$ cat src/sv/fkp_pkg.sv
// Package with the payload types, FNV-1a constants and the hash step function.
`timescale 1ns / 1ps

package fkp_pkg;

   localparam int unsigned HASH_BITS   = 31;
   localparam int unsigned COUNT_BITS  = $clog2(HASH_BITS);
   localparam int unsigned QUEUE_DEPTH = 4;
   localparam int unsigned QUEUE_AW    = $clog2(QUEUE_DEPTH);

   localparam logic [31:0] FNV_BASIS = 32'd2166136261;
   localparam logic [31:0] HASH_MULT = 32'd16777619;
   localparam logic [31:0] HASH_MASK = 32'h7fff_ffff;

   typedef struct packed {
      logic [7:0] key_byte;
      logic       byte_valid;
      logic       key_last;
   } req_type;

   typedef struct packed {
      logic [30:0] hash_value;
      logic [15:0] bucket;
   } rsp_type;

   // The prime is 2^24 + 403, so the product modulo 2^32 is a short sum of shifts.
   function automatic logic [31:0] fnv_step(input logic [31:0] hash, input logic [7:0] data);
      logic [31:0] x;
      x = hash ^ {24'd0, data};
      return (x << 24) + (x << 8) + (x << 7) + (x << 4) + (x << 1) + x;
   endfunction

endpackage

$ cat src/sv/fkp_front.sv
// Front end: accepts key bytes, keeps the running hash and pushes finished hashes.
`timescale 1ns / 1ps

module fkp_front (
   input  logic                    clock,
   input  logic                    reset,
   input  logic                    req_valid,
   output logic                    req_ready,
   input  fkp_pkg::req_type        req_data,
   input  logic                    queue_full,
   output logic                    push,
   output logic [fkp_pkg::HASH_BITS-1:0] push_hash
);
   import fkp_pkg::*;

   logic [31:0] hash_ff;
   logic [31:0] hash_in;
   logic [31:0] hash_upd;
   logic        accept;

   assign req_ready = !queue_full;
   assign accept    = req_valid && req_ready;
   assign hash_upd  = req_data.byte_valid ? fnv_step(hash_ff, req_data.key_byte) : hash_ff;
   assign push      = accept && req_data.key_last;
   assign push_hash = hash_upd[HASH_BITS-1:0];

   always_comb begin
      hash_in = hash_ff;
      if (accept) begin
         hash_in = req_data.key_last ? FNV_BASIS : hash_upd;
      end
   end

   always_ff @(posedge clock) begin
      if (reset) begin
         hash_ff <= FNV_BASIS;
      end else begin
         hash_ff <= hash_in;
      end
   end

endmodule

$ cat src/sv/fkp_queue.sv
// Short queue of finished hashes between the front end and the divider.
`timescale 1ns / 1ps

module fkp_queue (
   input  logic                           clock,
   input  logic                           reset,
   input  logic                           push,
   input  logic [fkp_pkg::HASH_BITS-1:0]  push_hash,
   input  logic                           pop,
   output logic [fkp_pkg::HASH_BITS-1:0]  pop_hash,
   output logic                           full,
   output logic                           empty
);
   import fkp_pkg::*;

   logic [HASH_BITS-1:0] entry_ff [QUEUE_DEPTH];
   logic [QUEUE_AW-1:0]  wr_ptr_ff, wr_ptr_in;
   logic [QUEUE_AW-1:0]  rd_ptr_ff, rd_ptr_in;
   logic [QUEUE_AW:0]    count_ff, count_in;
   logic                 do_push, do_pop;

   assign full     = (count_ff == (QUEUE_AW+1)'(QUEUE_DEPTH));
   assign empty    = (count_ff == '0);
   assign do_push  = push && !full;
   assign do_pop   = pop && !empty;
   assign pop_hash = entry_ff[rd_ptr_ff];

   always_comb begin
      wr_ptr_in = do_push ? wr_ptr_ff + 1'b1 : wr_ptr_ff;
      rd_ptr_in = do_pop ? rd_ptr_ff + 1'b1 : rd_ptr_ff;
      count_in  = count_ff;
      if (do_push && !do_pop) begin
         count_in = count_ff + 1'b1;
      end else if (do_pop && !do_push) begin
         count_in = count_ff - 1'b1;
      end
   end

   always_ff @(posedge clock) begin
      if (reset) begin
         wr_ptr_ff <= '0;
         rd_ptr_ff <= '0;
         count_ff  <= '0;
      end else begin
         wr_ptr_ff <= wr_ptr_in;
         rd_ptr_ff <= rd_ptr_in;
         count_ff  <= count_in;
      end
   end

   always_ff @(posedge clock) begin
      if (do_push) begin
         entry_ff[wr_ptr_ff] <= push_hash;
      end
   end

endmodule

$ cat src/sv/fkp_back.sv
// Back end: restoring divider for the bucket index and the result register.
`timescale 1ns / 1ps

module fkp_back #(
   parameter int unsigned PARTITION_BITS = 16
) (
   input  logic                           clock,
   input  logic                           reset,
   input  logic [PARTITION_BITS-1:0]      partition_count,
   input  logic                           queue_empty,
   input  logic [fkp_pkg::HASH_BITS-1:0]  queue_hash,
   output logic                           pop,
   output logic                           rsp_valid,
   input  logic                           rsp_ready,
   output fkp_pkg::rsp_type               rsp_data
);
   import fkp_pkg::*;

   typedef enum logic [2:0] {
      ST_IDLE = 3'b001,
      ST_DIV  = 3'b010,
      ST_DONE = 3'b100
   } back_state_type;

   back_state_type          state_ff, state_in;
   logic [COUNT_BITS-1:0]   count_ff, count_in;
   logic [HASH_BITS-1:0]    hash_ff, hash_in;
   logic [HASH_BITS-1:0]    dividend_ff, dividend_in;
   logic [PARTITION_BITS-1:0] rem_ff, rem_in;
   logic [PARTITION_BITS:0] trial;
   logic [PARTITION_BITS:0] diff;
   logic [31:0]             rem_wide;
   logic                    rsp_valid_ff, rsp_valid_in;
   rsp_type                 rsp_data_ff, rsp_data_in;
   logic                    out_free;

   assign trial    = {rem_ff, dividend_ff[HASH_BITS-1]};
   assign diff     = trial - {1'b0, partition_count};
   assign rem_wide = 32'(rem_ff);
   assign out_free = !rsp_valid_ff || rsp_ready;
   assign pop      = (state_ff == ST_IDLE) && !queue_empty;

   assign rsp_valid = rsp_valid_ff;
   assign rsp_data  = rsp_data_ff;

   always_comb begin
      state_in     = state_ff;
      count_in     = count_ff;
      hash_in      = hash_ff;
      dividend_in  = dividend_ff;
      rem_in       = rem_ff;
      rsp_valid_in = rsp_valid_ff && !rsp_ready;
      rsp_data_in  = rsp_data_ff;
      unique case (state_ff)
         ST_IDLE: begin
            if (!queue_empty) begin
               hash_in     = queue_hash;
               dividend_in = queue_hash;
               rem_in      = '0;
               count_in    = '0;
               state_in    = ST_DIV;
            end
         end
         ST_DIV: begin
            // One quotient bit per cycle, most significant first.
            rem_in      = (trial >= {1'b0, partition_count}) ?
                          diff[PARTITION_BITS-1:0] : trial[PARTITION_BITS-1:0];
            dividend_in = dividend_ff << 1;
            count_in    = count_ff + 1'b1;
            if (count_ff == COUNT_BITS'(HASH_BITS - 1)) begin
               state_in = ST_DONE;
            end
         end
         ST_DONE: begin
            if (out_free) begin
               rsp_valid_in           = 1'b1;
               rsp_data_in.hash_value = hash_ff;
               rsp_data_in.bucket     = (partition_count == '0) ? 16'd0 : rem_wide[15:0];
               state_in               = ST_IDLE;
            end
         end
         default: begin
            state_in = ST_IDLE;
         end
      endcase
   end

   always_ff @(posedge clock) begin
      if (reset) begin
         state_ff     <= ST_IDLE;
         rsp_valid_ff <= 1'b0;
      end else begin
         state_ff     <= state_in;
         rsp_valid_ff <= rsp_valid_in;
      end
   end

   always_ff @(posedge clock) begin
      count_ff    <= count_in;
      hash_ff     <= hash_in;
      dividend_ff <= dividend_in;
      rem_ff      <= rem_in;
      rsp_data_ff <= rsp_data_in;
   end

endmodule

$ cat src/sv/fnv1a_key_partitioner.sv
// Top level of the FNV-1a key partitioner: register, front end, queue and divider.
`timescale 1ns / 1ps

// Key bytes arrive one per transaction and are hashed at one byte per clock cycle by
// the front end while the queue is not full; a transaction marked last closes the key, and
// its 31-bit hash goes into a four-entry queue as the front end goes on with the next key.
// The back end loads each hash from the queue into a restoring divider that produces one
// quotient bit per cycle; after 31 division steps the hash and its remainder go into the
// output register once it is free, and only then does the back end pop the next hash.
// A partition count of zero gives bucket 0. Write the count only while no key result is
// outstanding.
module fnv1a_key_partitioner #(
   parameter int unsigned PARTITION_BITS = 16
) (
   input  logic                       clock,
   input  logic                       reset,
   input  logic                       req_valid,
   output logic                       req_ready,
   input  fkp_pkg::req_type           req_data,
   output logic                       rsp_valid,
   input  logic                       rsp_ready,
   output fkp_pkg::rsp_type           rsp_data,
   input  logic                       csr_we,
   input  logic [PARTITION_BITS-1:0]  csr_wdata
);
   import fkp_pkg::*;

   logic [PARTITION_BITS-1:0] csr_partition_count_ff;
   logic                      push;
   logic [HASH_BITS-1:0]      push_hash;
   logic                      pop;
   logic [HASH_BITS-1:0]      pop_hash;
   logic                      queue_full;
   logic                      queue_empty;

   always_ff @(posedge clock) begin
      if (reset) begin
         csr_partition_count_ff <= PARTITION_BITS'(1);
      end else if (csr_we) begin
         csr_partition_count_ff <= csr_wdata;
      end
   end

   fkp_front u_front (
      .clock      (clock),
      .reset      (reset),
      .req_valid  (req_valid),
      .req_ready  (req_ready),
      .req_data   (req_data),
      .queue_full (queue_full),
      .push       (push),
      .push_hash  (push_hash)
   );

   fkp_queue u_queue (
      .clock     (clock),
      .reset     (reset),
      .push      (push),
      .push_hash (push_hash),
      .pop       (pop),
      .pop_hash  (pop_hash),
      .full      (queue_full),
      .empty     (queue_empty)
   );

   fkp_back #(
      .PARTITION_BITS (PARTITION_BITS)
   ) u_back (
      .clock           (clock),
      .reset           (reset),
      .partition_count (csr_partition_count_ff),
      .queue_empty     (queue_empty),
      .queue_hash      (pop_hash),
      .pop             (pop),
      .rsp_valid       (rsp_valid),
      .rsp_ready       (rsp_ready),
      .rsp_data        (rsp_data)
   );

endmodule
$ cat config.mk
export PLATFORM = sky130hd
export DESIGN_NAME = fnv1a_key_partitioner
export DESIGN_NICKNAME = d
export VERILOG_FILES = /design/src/sv/fkp_pkg.sv /design/src/sv/fkp_front.sv /design/src/sv/fkp_queue.sv /design/src/sv/fkp_back.sv /design/src/sv/fnv1a_key_partitioner.sv
export SDC_FILE = /design/constraint.sdc
export NUM_CORES = 1
export LEC_CHECK = 0
export BUFFER_PORTS_ARGS = -buffer_cell sky130_fd_sc_hd__buf_2
export CORE_ASPECT_RATIO = 0.6
export CORE_MARGIN = 3
export CORE_UTILIZATION = 35
export CTS_BUF_LIST = sky130_fd_sc_hd__clkbuf_2
export CTS_CLUSTER_SIZE = 16
export DETAILED_ROUTE_END_ITERATION = 12
export GPL_TIMING_DRIVEN = 0
export SKIP_LAST_GASP = 1
export SLEW_MARGIN = 10
export SYNTH_ARGS = -nofsm -noshare
export SYNTH_HDL_FRONTEND = slang
export SYNTH_SLANG_ARGS = --single-unit
$ cat constraint.sdc
create_clock -name clock -period 16.8 [get_ports clock]
set_input_delay 5.04 -clock clock [delete_from_list [all_inputs] [get_ports clock]]
set_output_delay 5.04 -clock clock [all_outputs]
set_load 0.01 [all_outputs]
Word-level counts from Yosys, hierarchy flattened
Memories as Yosys holds them, arrays and structs flattened. A register that Yosys moved wholly into a read port is not among the register bits.
Cells that the tools add are included.
{ "totals": {"out_inout_bits": 49, "ram_bits": 124, "mem_count": 1, "elab_cells": 83, "reg_bits": 189, "in_bits": 31} }
{ "op_classes": {"n_eq_ne": 8, "add_sub_neg": 11, "n_reduce_logical": 25, "muxes": 21, "bitwise_logic": 2, "order_cmp": 1} }
{ "memory_table": {"columns": ["name", "depth", "width", "read_ports", "rd_ports_with_merged_regs", "wr", "line", "source"], "rows": [
  ["u_queue.entry_ff", 4, 31, 1, 1, 1, "fkp_queue.sv:16", "logic [HASH_BITS-1:0] entry_ff [QUEUE_DEPTH];"]
]} }
{ "op_table": {"columns": ["cell", "count"], "rows": [
  ["$add 32x32->32", 5],
  ["$mux 32", 2],
  ["$pmux 31 s2", 1],
  ["$mux 16", 2],
  ["$pmux 16 s2", 1],
  ["$xor 32x8->32", 1],
  ["$mux 31", 1],
  ["$ge 17x16->1", 1],
  ["$logic_not 16->1", 1],
  ["$sub 16x16->16", 1],
  ["$mux 3", 5],
  ["$pmux 5 s2", 1],
  ["$pmux 3 s3", 1],
  ["$logic_and 1x1->1", 8],
  ["$reduce_and 2->1", 4],
  ["$eq 3x3->1 const B", 2],
  ["$logic_not 1->1", 6],
  ["$reduce_bool 2->1", 3],
  ["$add 5x1->5 const B", 1],
  ["$eq 5x5->1 const B", 1],
  ["$mux 5", 1],
  ["$add 2x1->2 const B", 2],
  ["$mux 1", 4],
  ["$mux 2", 2],
  ["10 further kinds", 11]
]} }

Longest topological paths before layout
{ "depth": {"word_depth": 9, "depth_mapped": 18, "depth_no_buf": 17} }

Cells and area by module
A second synthesis with hierarchy kept.
{ "unflattened": {"hier_cells": 1320, "area_unflattened_um2": 16719.8} }
{ "modules_own_cells": {"columns": ["mod", "seq_area_each_um2", "area_per_inst_um2", "cells_per_inst", "instances"], "rows": [
  ["fkp_back", 3983.8, 5846.9, 440, 1],
  ["fkp_front", 620.6, 5346.4, 619, 1],
  ["fkp_queue", 3903.7, 4944.7, 209, 1],
  ["fnv1a_key_partitioner", 320.3, 581.8, 52, 1]
]} }

Least setup slack after synthesis
No wires, ideal clock.
{ "synth_path": {"path_kind": "input to register", "start": "input port req_data[9] in the netlist's numbering", "end": "memory u_queue.entry_ff[0][24] (data pin)", "arrival_time_ns": 8.915, "path_slack_ns": 7.606, "stages": 15, "required_time_ns": 16.521, "setup_time_ns": 0.279, "path_buffers": 0, "cell_sequence": "xnor2_1 inv_1 fa_1 inv_1 fa_1 fa_1 inv_1 ha_1 o21ai_0 a211o_1 nand4_1 nand4_1 a21oi_1 nor4_1 or3b_2"} }
{ "synth_between": {"elab_chain_cells": 7} }
{ "synth_lines": {"columns": ["item", "line", "source"], "rows": [
  ["start: declaration", "fnv1a_key_partitioner.sv:19", "input fkp_pkg::req_type req_data,"],
  ["$xor 32x8->32 (*)", "fkp_pkg.sv:29", "x = hash ^ {24'd0, data};"],
  ["$add 32x32->32 (4 in series)", "fkp_pkg.sv:30", "return (x << 24) + (x << 8) + (x << 7) + (x << 4) + (x << 1) + x;"],
  ["$add 32x32->32 (*)", "fkp_pkg.sv:30", null],
  ["$mux 32 (*)", "fkp_front.sv:23", "assign hash_upd = req_data.byte_valid ? fnv_step(hash_ff, req_data.key_byte) : hash_ff;"],
  ["net push_hash[24]", "fnv1a_key_partitioner.sv:30", "logic [HASH_BITS-1:0] push_hash;"],
  ["end: declaration", "fkp_queue.sv:16", null]
]} }
The timed path passes the listed nets; every way through them passes the cells marked *. The select of a mux whose other input is x is not followed.

Worst setup path in the final report
{ "layout_path": {"start": "input port req_data[2] in the netlist's numbering", "end": "memory u_queue.entry_ff[1][29] (data pin)"} }
The elaborated chain is that of the path after synthesis.

==> run metrics <==
post-DR wirelength/cell about 19 um; Worst R2R End u_queue.entry_ff[1][24]$_DFFE_PP_; CTS tree yes; die height 174 um; DRT Pass-1 Iters 7; RSZ-0062 raised after global routing no; Syn Area/Cell around 12 um2; status complete, no violations; Post-layout nets roughly 1.7k; most frequent cells in the layout edfxtp_1 (254), inv_1 (154), nand2_1 (146), clkbuf_2 (108), nor2_1 (88); Most used DFF post-synth edfxtp_1; Synth Warn # 0; fmax 103 MHz; cts bufs inserted 72; Worst Hold Launch u_back.hash_ff[3]$_DFFE_PP_; routed vias around 11k; CP endpoint kind flop; Post-Route WL approximately 41000 um; Buf+Inv Stages, Crit Path 4; DRT iter0 DRCs 1010; Worst-Skew Late Latency between 0.9 and 1 ns; Post-Synthesis Cells ~1.3k; fillcell total between 4k and 5k; H-tree levels 3; syn_nets around 1.5k; Hold Path Sink u_back.rsp_data[19]$_DFFE_PP_; ys async rst share 0%; Hold Buf Count CTS 0; crit-path leading delay family adder cells; Final HPWL DP 30500 um; Critical-path top delay cell xnor2_1; crit path kind primary input to flop; post-cts sizing count 0; largest net degree at the start of global routing 29; CP peak stage delay about 0.64 ns; FP Rows 61; Post-Syn Area around 17000 um2; gr ovfl total 0; final setup vio count 0; Setup crit start kind primary input; largest family of logic cells by synthesized area adder cells; GP Congestion 0.901; Hold Vio Cnt, Final 0; relative slew slack a little under a quarter; Final TNS setup 0 ns; IO Port Bufs between 70 and 80; vias per std cell 4.90; max-cap violations 0; synthesized-area fraction occupied by xor and xnor cells between 3 and 4%; Yosys reg bits ~310; post-synthesis simple-gate area fraction 9.52%; EDFF count, synth ~250; Root Driver clkbuf_2; Slew @ Worst Pin ~1.2 ns; worst reg2reg startpoint u_front.hash_ff[6]$_SDFFE_PP1P_; post-route minimum period slightly below 10 ns; Clock Tree Buf Depth 3; flop2flop setup slack 10.92 ns; Yosys top cell area share between 40% and 50%; number of setup buffers added after CTS 0; total global routing track utilization ~17%; layout cells sized above 1 a little under a fifth; initial antenna violation count 2; critical path arrival between 10 and 15 ns; hold path cells 0; CTS Sinks around 310; die width 287 um; I/O Pins 80; reg2reg path depth 16; critical path cell sequence buf_2, xnor2_1, inv_1, fa_1, inv_1, fa_1, fa_1, inv_1, ha_1, and3_1, and4_1, and3_1, a21oi_1, a2111oi_2, nor3_1, o31ai_1; fin. max-slew vios 0; ranking of synthesized cells by area edfxtp_1 (46%), fa_1 (8.0%), dfxtp_1 (7.3%), ha_1 (6.5%), mux4_2 (4.2%); area leader, netlist edfxtp_1; Initial Utilization between 30% and 40%; Layout area overhead 13.0%; # DRC 0; Worst Path Required 17.42 ns; fin crit share between 50 and 60%; die area approximately 50000 um2; worst hold path type flop to flop; core area approximately 46000 um2; first-pass GRT wire length around 63000 um; Reg clk slew, reported paths 0.11 ns; proportion of synthesized area in mux cells 7.27%; adder-cell share of the synthesized area 14.5%; Cell variety after synth 70; complex-gate fraction of the synthesized area around 7%; crit path max fanout 7; most common cell after layout, fill and taps aside edfxtp_1; sequential-to-total area share from yosys stat 53.4%; clk_skew between 0.07 and 0.08 ns; vias in the first global route roughly 11k; ANT nets after route 0
==> sequential cells by signal, summed over array words and instances (netlist names), named ones only <==
signal and cells:
u_back.rem_ff 16, u_back.dividend_ff 31, u_front.hash_ff 31, csr_partition_count_ff 16, u_queue.rd_ptr_ff 2, u_queue.count_ff 3, u_back.rsp_data 47, u_queue.wr_ptr_ff 2
u_queue.entry_ff 124, u_back.rsp_valid 1, u_back.count_ff 5, u_back.state_ff 3, u_back.hash_ff 31
==> layout make-up <==
type,count,area [um2],share of cell area (%)
tap,630,788,4.22
inverter,155,582,3.11
buffer,40,179,0.957
clock buffer,107,536,2.87
sequential,314,8830,47.2
antenna,3,7.51,0.0402
clock inverter,23,200,1.07
multi-input combinational,821,6990,37.4
timing repair buffer,87,574,3.07
==> through the flow <==
stage / util [%] / hold WS [ns] / instances / worst slack, ns / area, um2
6_report: 40.2 / 0.415 / 2180 / 7.09 / 18700
4_1_cts: 40.2 / 0.419 / 2177 / 7.28 / 18700
2_1_floorplan: - / 0.400 / 1330 / 7.61 / 16500
3_3_place_gp: 38.1 / 0.402 / 2038 / 6.27 / 17700
3_5_place_dp: 38.6 / 0.405 / 2047 / 6.24 / 17900
5_1_grt: 40.2 / 0.412 / 2180 / 6.99 / 18700
==> worst reg2reg max path: stages (launching register included) <==
cell and delay (ns):
dfxtp_1 0.38, xor2_1 0.91, xnor2_1 0.17, ha_1 0.24, a21oi_1 0.24, fa_1 0.50
fa_1 0.56, inv_1 0.05, ha_1 0.40, o21ai_0 0.16, nor2_1 0.20, o211ai_1 0.25
nand4_1 0.26, nand4_1 0.24, a21oi_1 0.45, nor4_1 0.09, or3b_2 0.51
==> worst max path at each step <==
stage | from | to | slack (ns) | depth (start not counted)
2_1_floorplan | req_data[9] | u_queue.entry_ff[0][24]$_DFFE_PP_ | 7.61 | 15
3_3_place_gp | req_data[7] | u_queue.entry_ff[0][30]$_DFFE_PP_ | 6.27 | 16
3_5_place_dp | req_data[2] | u_queue.entry_ff[0][29]$_DFFE_PP_ | 6.24 | 16
4_1_cts | req_data[2] | u_queue.entry_ff[1][29]$_DFFE_PP_ | 7.28 | 16
5_1_grt | req_data[2] | u_queue.entry_ff[1][29]$_DFFE_PP_ | 6.99 | 16
6_report | req_data[2] | u_queue.entry_ff[1][29]$_DFFE_PP_ | 7.09 | 16
==> Yosys cell counts (2+ instances only) <==
master / n
o211ai_1: 12
nor2b_1: 7
mux2i_1: 37
nand2b_1: 8
a21boi_0: 3
nor4_1: 7
and2_1: 18
or4_1: 2
nor3_1: 16
edfxtp_1: 254
a22oi_1: 6
clkbuf_1: 25
o21ai_2: 2
a21oi_1: 47
o21ai_0: 29
buf_1: 5
dfxtp_1: 60
a22o_1: 6
nand3_1: 16
nand2_1: 146
a211oi_1: 3
a31oi_1: 6
xor2_1: 26
and3_1: 10
nor3b_1: 4
a211o_1: 3
nand4_1: 11
ha_1: 86
xnor2_1: 48
o31ai_1: 3
o22ai_1: 2
o21bai_1: 5
fa_1: 66
nor2_1: 90
mux2_2: 12
buf_2: 7
a21o_1: 14
inv_1: 154
a211oi_2: 3
or3_1: 6
o21a_1: 4
o32a_1: 2
mux4_2: 31
a21oi_2: 2
==> cell families after synthesis <==
logic type	count (synthesis)
simple gates	349
compound gates	166
fa+ha+maj	152
mux	80
xor+xnor	74
flops	314
buf+inv	195
==> layer usage <==
layer | wire length [um] | global-route usage, % | up-vias
li1 | - | - | 5042
met1 | 20700 | 26.1 | 5236
met2 | 16300 | 21.8 | 355
met3 | 2940 | 4.34 | 56
met4 | 775 | 4.64 | 0
met5 | 0 | 0 | -
Power is not shown: default switching activity piles up to over one toggle a cycle in this logic, so the estimate is an artifact.
